<file path="src/design/rau_pkg.sv">
// rational arithmetic unit package: widths, operation codes and shared types
// no dependencies
package rau_pkg;

  localparam int unsigned OperandWidth = 16;
  localparam int unsigned MagWidth     = 2 * OperandWidth + 1;
  localparam int unsigned NumWidth     = 33;
  localparam int unsigned DenWidth     = 31;
  localparam int unsigned OrdWidth     = 2;
  localparam int unsigned KindWidth    = 3;
  localparam int unsigned CntWidth     = $clog2(MagWidth + 1);

  localparam logic [KindWidth-1:0] KindAdd = 3'd0;
  localparam logic [KindWidth-1:0] KindSub = 3'd1;
  localparam logic [KindWidth-1:0] KindMul = 3'd2;
  localparam logic [KindWidth-1:0] KindDiv = 3'd3;
  localparam logic [KindWidth-1:0] KindCmp = 3'd4;

  typedef logic [MagWidth-1:0] mag_t;

  typedef struct packed {
    logic start;
    mag_t dividend;
    mag_t divisor;
  } div_req_t;

  typedef struct packed {
    logic done;
    mag_t quot;
    mag_t rem;
  } div_rsp_t;

endpackage

</file>
<file path="src/design/rational_arithmetic_unit_top.sv">
// rational arithmetic unit top level: sequencer, shared divider
// depends on rau_pkg and rau_div
//
// usage: one input word carries kind and two fractions a_num/a_den, b_num/b_den.
// zero denominators read as 0/1. add, subtract, multiply and divide give a
// reduced fraction with positive denominator; compare gives order (sign of a-b)
// with res 0/1. one result word per input word.
// computation: 33-bit euclid gcd then two exact divisions, all on one shared
// restoring divider; compare and zero results skip the divider.
// in_ready_o is high only when the unit is idle; the next word is taken once
// the result register is empty or being read, so a stalled receiver holds
// the result and blocks new input. reset clears all control state; the unit
// is ready right after reset.
module rational_arithmetic_unit_top
  import rau_pkg::*;
(
  input  logic                       clk_i,
  input  logic                       rst_ni,
  input  logic                       in_valid_i,
  output logic                       in_ready_o,
  input  logic [KindWidth-1:0]       kind_i,
  input  logic signed [OperandWidth-1:0] a_num_i,
  input  logic signed [OperandWidth-1:0] a_den_i,
  input  logic signed [OperandWidth-1:0] b_num_i,
  input  logic signed [OperandWidth-1:0] b_den_i,
  output logic                       out_valid_o,
  input  logic                       out_ready_i,
  output logic signed [NumWidth-1:0] res_num_o,
  output logic [DenWidth-1:0]        res_den_o,
  output logic signed [OrdWidth-1:0] order_o
);

  typedef enum logic [2:0] {
    StIdle, StMul, StSum, StGcd, StGcdWait, StDivN, StDivD, StOut
  } state_e;

  localparam int unsigned PW = 2 * OperandWidth;

  state_e state_q;
  logic [KindWidth-1:0] kind_q;
  logic [OperandWidth:0] an_q, ad_q, bn_q, bd_q;  // sign-magnitude, sign at top
  logic [PW:0] p0_q, p1_q, p2_q;                  // sign + magnitude products
  logic        nneg_q, rneg_q;
  mag_t        nm_q, dm_q, x_q, y_q, g_q, qn_q;
  logic        out_valid_q;
  logic signed [NumWidth-1:0] res_num_q;
  logic [DenWidth-1:0]        res_den_q;
  logic signed [OrdWidth-1:0] order_q;
  logic [1:0]  mstep_q;
  div_req_t    dreq;
  div_rsp_t    drsp;

  logic [OperandWidth:0] mul_x, mul_y;
  logic [PW-1:0] mul_p;
  logic [OperandWidth:0] sa_n, sa_d, sb_n, sb_d;
  logic        az, bz;

  assign mul_p = PW'(mul_x[OperandWidth-1:0]) * PW'(mul_y[OperandWidth-1:0]);

  always_comb begin
    sa_n = {a_num_i[OperandWidth-1],
            a_num_i[OperandWidth-1] ? (~a_num_i + 1'b1) : a_num_i};
    sa_d = {a_den_i[OperandWidth-1],
            a_den_i[OperandWidth-1] ? (~a_den_i + 1'b1) : a_den_i};
    sb_n = {b_num_i[OperandWidth-1],
            b_num_i[OperandWidth-1] ? (~b_num_i + 1'b1) : b_num_i};
    sb_d = {b_den_i[OperandWidth-1],
            b_den_i[OperandWidth-1] ? (~b_den_i + 1'b1) : b_den_i};
    az   = (a_den_i == '0);
    bz   = (b_den_i == '0);
  end

  // most negative operand: magnitude 2^(w-1) lands in the low w bits correctly,
  // the sign bit is the top bit kept separately
  always_comb begin
    mul_x = an_q;
    mul_y = bd_q;
    case (mstep_q)
      2'd0: begin
        mul_x = an_q;
        mul_y = (kind_q == KindMul || kind_q == KindDiv) ? bn_q : bd_q;
      end
      2'd1: begin
        mul_x = bn_q;
        mul_y = ad_q;
      end
      default: begin
        mul_x = ad_q;
        mul_y = bd_q;
      end
    endcase
  end

  logic [PW:0] pr;
  assign pr = {(mul_p != '0) && (mul_x[OperandWidth] != mul_y[OperandWidth]), mul_p};

  logic        sum_neg;
  logic [PW:0] sum_mag;
  always_comb begin
    if (p0_q[PW] == p1_q[PW]) begin
      sum_mag = {1'b0, p0_q[PW-1:0]} + {1'b0, p1_q[PW-1:0]};
      sum_neg = p0_q[PW];
    end else if (p0_q[PW-1:0] >= p1_q[PW-1:0]) begin
      sum_mag = {1'b0, p0_q[PW-1:0] - p1_q[PW-1:0]};
      sum_neg = p0_q[PW];
    end else begin
      sum_mag = {1'b0, p1_q[PW-1:0] - p0_q[PW-1:0]};
      sum_neg = p1_q[PW];
    end
    if (sum_mag == '0) sum_neg = 1'b0;
  end

  logic [OperandWidth:0] b_rn, b_rd;
  always_comb begin
    b_rn = sb_n;
    b_rd = bz ? {1'b0, OperandWidth'(1)} : sb_d;
    if (bz) b_rn = '0;
    if ((kind_i == KindSub || kind_i == KindCmp) && b_rn[OperandWidth-1:0] != '0)
      b_rn[OperandWidth] = ~b_rn[OperandWidth];
    if (kind_i == KindDiv) begin
      if (b_rn[OperandWidth-1:0] == '0) begin
        b_rn = '0;
        b_rd = {1'b0, OperandWidth'(1)};
      end else begin
        b_rn = b_rd;
        b_rd = bz ? {1'b0, OperandWidth'(1)} : sb_n;
      end
    end
  end

  always_comb begin
    dreq.start    = 1'b0;
    dreq.dividend = x_q;
    dreq.divisor  = y_q;
    if (state_q == StGcd) begin
      dreq.start = (kind_q <= KindDiv) && (x_q != '0) && (y_q != '0);
    end else if (state_q == StGcdWait && drsp.done && drsp.rem != '0) begin
      dreq.start    = 1'b1;
      dreq.dividend = y_q;
      dreq.divisor  = drsp.rem;
    end else if (state_q == StGcdWait && drsp.done) begin
      dreq.start    = 1'b1;
      dreq.dividend = nm_q;
      dreq.divisor  = y_q;
    end else if (state_q == StDivN && drsp.done) begin
      dreq.start    = 1'b1;
      dreq.dividend = dm_q;
      dreq.divisor  = g_q;
    end
  end

  rau_div u_div (
    .clk_i  (clk_i),
    .rst_ni (rst_ni),
    .req_i  (dreq),
    .rsp_o  (drsp)
  );

  assign in_ready_o = (state_q == StIdle) && (!out_valid_q || out_ready_i);

  always_ff @(posedge clk_i or negedge rst_ni) begin
    if (!rst_ni) begin
      state_q     <= StIdle;
      out_valid_q <= 1'b0;
      mstep_q     <= '0;
    end else begin
      if (out_valid_q && out_ready_i) out_valid_q <= 1'b0;
      case (state_q)
        StIdle: begin
          if (in_valid_i && in_ready_o) begin
            state_q <= StMul;
            mstep_q <= 2'd0;
          end
        end
        StMul: begin
          mstep_q <= mstep_q + 1'b1;
          if (mstep_q == 2'd2) state_q <= StSum;
        end
        StSum: begin
          state_q <= StGcd;
        end
        StGcd: begin
          if (kind_q == KindCmp || !(kind_q <= KindDiv) || y_q == '0 || x_q == '0) begin
            state_q     <= StIdle;
            out_valid_q <= 1'b1;
          end else begin
            state_q <= StGcdWait;
          end
        end
        StGcdWait: begin
          if (drsp.done && drsp.rem == '0) state_q <= StDivN;
        end
        StDivN: begin
          if (drsp.done) state_q <= StDivD;
        end
        StDivD: begin
          if (drsp.done) state_q <= StOut;
        end
        StOut: begin
          state_q     <= StIdle;
          out_valid_q <= 1'b1;
        end
        default: state_q <= StIdle;
      endcase
    end
  end

  always_ff @(posedge clk_i) begin
    case (state_q)
      StIdle: begin
        if (in_valid_i && in_ready_o) begin
          kind_q <= kind_i;
          an_q   <= az ? '0 : ((a_num_i == '0) ? '0 : sa_n);
          ad_q   <= az ? {1'b0, OperandWidth'(1)} : sa_d;
          bn_q   <= (b_rn[OperandWidth-1:0] == '0) ? '0 : b_rn;
          bd_q   <= b_rd;
        end
      end
      StMul: begin
        case (mstep_q)
          2'd0:    p0_q <= pr;
          2'd1:    p1_q <= pr;
          default: p2_q <= pr;
        endcase
      end
      StSum: begin
        if (kind_q == KindMul || kind_q == KindDiv) begin
          nneg_q <= p0_q[PW];
          x_q    <= MagWidth'(p0_q[PW-1:0]);
          nm_q   <= MagWidth'(p0_q[PW-1:0]);
        end else begin
          nneg_q <= sum_neg;
          x_q    <= MagWidth'(sum_mag);
          nm_q   <= MagWidth'(sum_mag);
        end
        y_q  <= MagWidth'(p2_q[PW-1:0]);
        dm_q <= MagWidth'(p2_q[PW-1:0]);
      end
      StGcd: begin
        rneg_q    <= nneg_q != p2_q[PW];
        res_num_q <= '0;
        res_den_q <= DenWidth'(1);
        order_q   <= '0;
        if (kind_q == KindCmp && x_q != '0)
          order_q <= (nneg_q != p2_q[PW]) ? -OrdWidth'(1) : OrdWidth'(1);
      end
      StGcdWait: begin
        if (drsp.done) begin
          if (drsp.rem != '0) begin
            y_q <= drsp.rem;
          end else begin
            g_q <= y_q;
          end
        end
      end
      StDivN: begin
        if (drsp.done) qn_q <= drsp.quot;
      end
      StDivD: begin
        if (drsp.done) begin
          res_den_q <= DenWidth'(drsp.quot);
          res_num_q <= rneg_q ? NumWidth'(-qn_q) : NumWidth'(qn_q);
        end
      end
      default: ;
    endcase
  end

  assign out_valid_o = out_valid_q;
  assign res_num_o   = res_num_q;
  assign res_den_o   = res_den_q;
  assign order_o     = order_q;

`ifndef SYNTHESIS
  a_busy_not_ready: assert property (@(posedge clk_i) disable iff (!rst_ni)
    state_q != StIdle |-> !in_ready_o) else $error("ready while busy");
  a_out_hold: assert property (@(posedge clk_i) disable iff (!rst_ni)
    out_valid_q && !out_ready_i |=> out_valid_q && $stable(res_num_q))
    else $error("result lost");
  a_accept_starts: assert property (@(posedge clk_i) disable iff (!rst_ni)
    in_valid_i && in_ready_o |=> state_q == StMul) else $error("accept missed");
  a_den_pos: assert property (@(posedge clk_i) disable iff (!rst_ni)
    out_valid_q |-> res_den_q != '0) else $error("zero denominator");
`endif

endmodule

</file>
<file path="src/design/rau_div.sv">
// shared restoring divider, one quotient bit per cycle
// depends on rau_pkg
module rau_div
  import rau_pkg::*;
(
  input  logic     clk_i,
  input  logic     rst_ni,
  input  div_req_t req_i,
  output div_rsp_t rsp_o
);

  mag_t                q_q, q_d;
  mag_t                r_q, r_d;
  mag_t                dv_q, dv_d;
  logic [CntWidth-1:0] cnt_q, cnt_d;
  logic                busy_q, busy_d;
  logic                done_q, done_d;
  logic [MagWidth:0]   trial;

  always_comb begin
    q_d    = q_q;
    r_d    = r_q;
    dv_d   = dv_q;
    cnt_d  = cnt_q;
    busy_d = busy_q;
    done_d = 1'b0;
    trial  = {r_q, q_q[MagWidth-1]} - {1'b0, dv_q};
    if (req_i.start) begin
      q_d    = req_i.dividend;
      r_d    = '0;
      dv_d   = req_i.divisor;
      cnt_d  = CntWidth'(MagWidth);
      busy_d = 1'b1;
    end else if (busy_q) begin
      if (trial[MagWidth]) begin
        r_d = {r_q[MagWidth-2:0], q_q[MagWidth-1]};
        q_d = {q_q[MagWidth-2:0], 1'b0};
      end else begin
        r_d = trial[MagWidth-1:0];
        q_d = {q_q[MagWidth-2:0], 1'b1};
      end
      cnt_d = cnt_q - 1'b1;
      if (cnt_q == CntWidth'(1)) begin
        busy_d = 1'b0;
        done_d = 1'b1;
      end
    end
  end

  always_ff @(posedge clk_i or negedge rst_ni) begin
    if (!rst_ni) begin
      busy_q <= 1'b0;
      done_q <= 1'b0;
      cnt_q  <= '0;
    end else begin
      busy_q <= busy_d;
      done_q <= done_d;
      cnt_q  <= cnt_d;
    end
  end

  always_ff @(posedge clk_i) begin
    q_q  <= q_d;
    r_q  <= r_d;
    dv_q <= dv_d;
  end

  assign rsp_o.done = done_q;
  assign rsp_o.quot = q_q;
  assign rsp_o.rem  = r_q;

`ifndef SYNTHESIS
  a_done_pulse: assert property (@(posedge clk_i) disable iff (!rst_ni)
    done_q |=> !done_q) else $error("divider done held");
  a_busy_cnt: assert property (@(posedge clk_i) disable iff (!rst_ni)
    busy_q |-> cnt_q != '0) else $error("busy with zero count");
  a_no_restart: assert property (@(posedge clk_i) disable iff (!rst_ni)
    busy_q && !req_i.start |=> busy_q || done_q) else $error("divider lost");
`endif

endmodule

</file>
<file path="config.mk">
export PLATFORM = sky130hd
export DESIGN_NAME = rational_arithmetic_unit_top
export DESIGN_NICKNAME = d
export VERILOG_FILES = /design/src/design/rau_pkg.sv /design/src/design/rational_arithmetic_unit_top.sv /design/src/design/rau_div.sv
export SDC_FILE = /design/constraint.sdc
export NUM_CORES = 2
export LEC_CHECK = 0
export ABC_AREA = 1
export BUFFER_PORTS_ARGS = -buffer_cell sky130_fd_sc_hd__clkbuf_2
export CAP_MARGIN = 20
export CORE_UTILIZATION = 55
export CTS_CLUSTER_SIZE = 8
export DETAILED_ROUTE_END_ITERATION = 7
export GPL_ROUTABILITY_DRIVEN = 1
export PLACE_DENSITY = 0.72
export SYNTH_ARGS = -nofsm -noshare
export SYNTH_HDL_FRONTEND = slang
export SYNTH_SLANG_ARGS = --single-unit
</file>
<file path="constraint.sdc">
create_clock -name clk_i -period 11.29 [get_ports clk_i]
set_input_delay 2.258 -clock clk_i [delete_from_list [all_inputs] [get_ports clk_i]]
set_output_delay 2.258 -clock clk_i [all_outputs]
set_load 0.02 [all_outputs]
</file>
==> metrics.txt <==
status=finished, final reports clean; post-cts sizing count=0; total of max-cap violations=0; DIE AREA=75,800 um2; clk_skew=0.0414 ns; hold depth=0; worst slew pin tran=1.13 ns; Clock transition at path regs=0.05 ns; CTS tree=built; critical path peak fanout=24; H-tree Lvls=3; DR WL/cell=20.2 um; Arr. time, crit path=8.87 ns; Ys Warns=0; Setup Buffers After CTS=0; most common cell after layout, fill and taps aside=nand2_1; GPL Wtd Cong=1.02; cts hold-fix bufs=0; drt first pass iters=6; total CTS buffers=77; Worst R2R Setup Slack=2.78 ns; GRT overflow=0; min-delay worst type=reg -> reg; number of synthesized flops with an enable pin=468; Crit path top cell by count=inv_1; Area growth syn-to-layout=9.52%; initial antenna violation count=4; Synth Flop Type=edfxtp_1; Yosys cell types=66; # DRC=0; # nets final=5,784; global-route wire length before repair=194 mm; hpwl dp=101 mm; Seq cells post-synth=515; Synth Area per Inst=7.95 um2; total wire length=127 mm; Worst setup SP type=register; Largest stage delay, worst path=0.68 ns; WP data required=11.65 ns; CP delay by family, top=adder cells; Max Clk Rate=118 MHz; Worst Hold Endpoint=dm_q[10]; Crit Reg-Reg Startpoint=mstep_q[1]; worst hold start=p2_q[10]; Seq/Total Area, Yosys=36.7%; Synth async-reset ratio=2.72%; core box area=73,500 um2; multi-input logic area=21,900 um2; most frequent cells in the layout=nand2_1 (1,330), inv_1 (877), nor2_1 (498), edfxtp_1 (468), a21oi_1 (264); cells on worst reg2reg path=28; vias in the first global route=34,300; clk root buf=clkbuf_16; # rows=99; Total GRT Usage=33.9%; CP max-delay cell=ha_1; First DRT Iteration DRCs=3,324; initial core utilization=55.9%; clk buf depth=3; Slew Limit Fails=0; Port-buffer cells=138; CP Capture Type=register; clk sink count=515; RSZ-0062 raised after global routing=no; mapped cell area=41,100 um2; largest net degree at the start of global routing=73; share of cells above drive strength 1=7.12%; Setup CP Type=reg -> reg; FF/Latch Area=15,100 um2; Tcrit/Tclk final=75.4%; vias per cell=5.61; TNS Setup=0 ns; die height=275 um; Relative slew margins=24.4%; Buf/Inv on CP=7; crit path time final=8.51 ns; r2r endpoint=p1_q[32]; Die Wd=275 um; Mapped Cells=5,168; Setup violations, final=0; fillers=6,605; io pins=139; ANT nets after route=0; Final Hold Fails=0; via count=35,400; worst skew pair latency=0.63 ns; Net Count, Synth=5,679
==> area by class of cell <==
type / count / area share (%)
clock inverter: 12 / 0.456
tap: 959 / 2.67
inverter: 911 / 7.60
multi-input combinational: 3585 / 48.7
timing repair buffer: 183 / 2.33
antenna: 6 / 0.0334
sequential: 515 / 33.5
clock buffer: 128 / 4.78
==> synth_stat cells, types with 45 or more instances <==
cell,n,share of area [%]
a21oi_1,264,3.2
xor2_1,90,1.9
nand4_1,46,0.70
o21ai_0,257,3.1
inv_1,879,8.0
o211ai_1,65,1.2
nor3_1,45,0.55
edfxtp_1,468,34
nor2_1,503,4.6
nand3_1,231,2.8
fa_1,198,9.6
clkbuf_1,96,0.88
ha_1,242,7.4
nand2_1,1333,12
==> routing by layer <==
metal | global-route usage [%] | up-vias | routed length (um)
li1 | - | 16900 | -
met1 | 42.0 | 16600 | 49600
met2 | 58.2 | 1564 | 60900
met3 | 5.36 | 324 | 10300
met4 | 15.5 | 0 | 6220
met5 | 0 | - | 0
==> worst max path at each step <==
stage / start / end / slack [ns] / cells past startpoint
finish: mstep_q[1] / p1_q[32] / 2.78 / 28
detailed placement: mstep_q[0] / p1_q[32] / 2.51 / 30
global route: mstep_q[1] / p1_q[32] / 2.29 / 28
floorplan: mstep_q[0] / p0_q[32] / 4.25 / 32
global placement: mstep_q[0] / p0_q[32] / 2.63 / 30
CTS: mstep_q[0] / p1_q[32] / 2.49 / 30
==> worst reg2reg max path: cells and delay by family (launching register included) <==
family                     cells  cell delay (ns)
adders and majority gates      8             3.74
AOI/OAI and AO/OA              6             1.87
buffers and inverters          7             1.12
and+or+nand+nor                6             0.80
DFF                            1             0.38
xor gates and xnor gates       1             0.35
==> kinds of logic after synthesis <==
group / synth area share (%)
xor+xnor: 2.81
mux: 0.0487
buf+inv: 10.3
compound gates: 10.3
fa+ha+maj: 17.0
flops: 36.7
simple gates: 22.9
==> through the flow <==
stage	instance area, um2	utilization [%]	worst slack [ns]	std cells	hold WS, ns
2_1_floorplan	41100	-	4.25	5168	0.426
3_3_place_gp	42600	58.0	2.63	6150	0.428
3_5_place_dp	42600	58.0	2.51	6151	0.432
4_1_cts	45000	61.2	2.49	6291	0.442
5_1_grt	45000	61.2	2.29	6293	0.444
6_report	45000	61.3	2.78	6299	0.443
==> sequential cells by signal, indices dropped and copies added, names as in the netlist, 2 cells and up <==
register and flops:
order_o 2, mstep_q 2, bd_q 17, res_den_o 31, g_q 33, p2_q 33
dm_q 32, ad_q 17, p0_q 33, u_div.cnt_q 6, an_q 17, kind_q 3
u_div.r_q 33, p1_q 33, state_q 3, x_q 33, y_q 33, u_div.dv_q 33
res_num_o 33, qn_q 33, u_div.q_q 33, bn_q 17
Power is left out: the tool's default activity adds up to more than one toggle a clock period on the data nets, which glitch-free logic cannot reach.
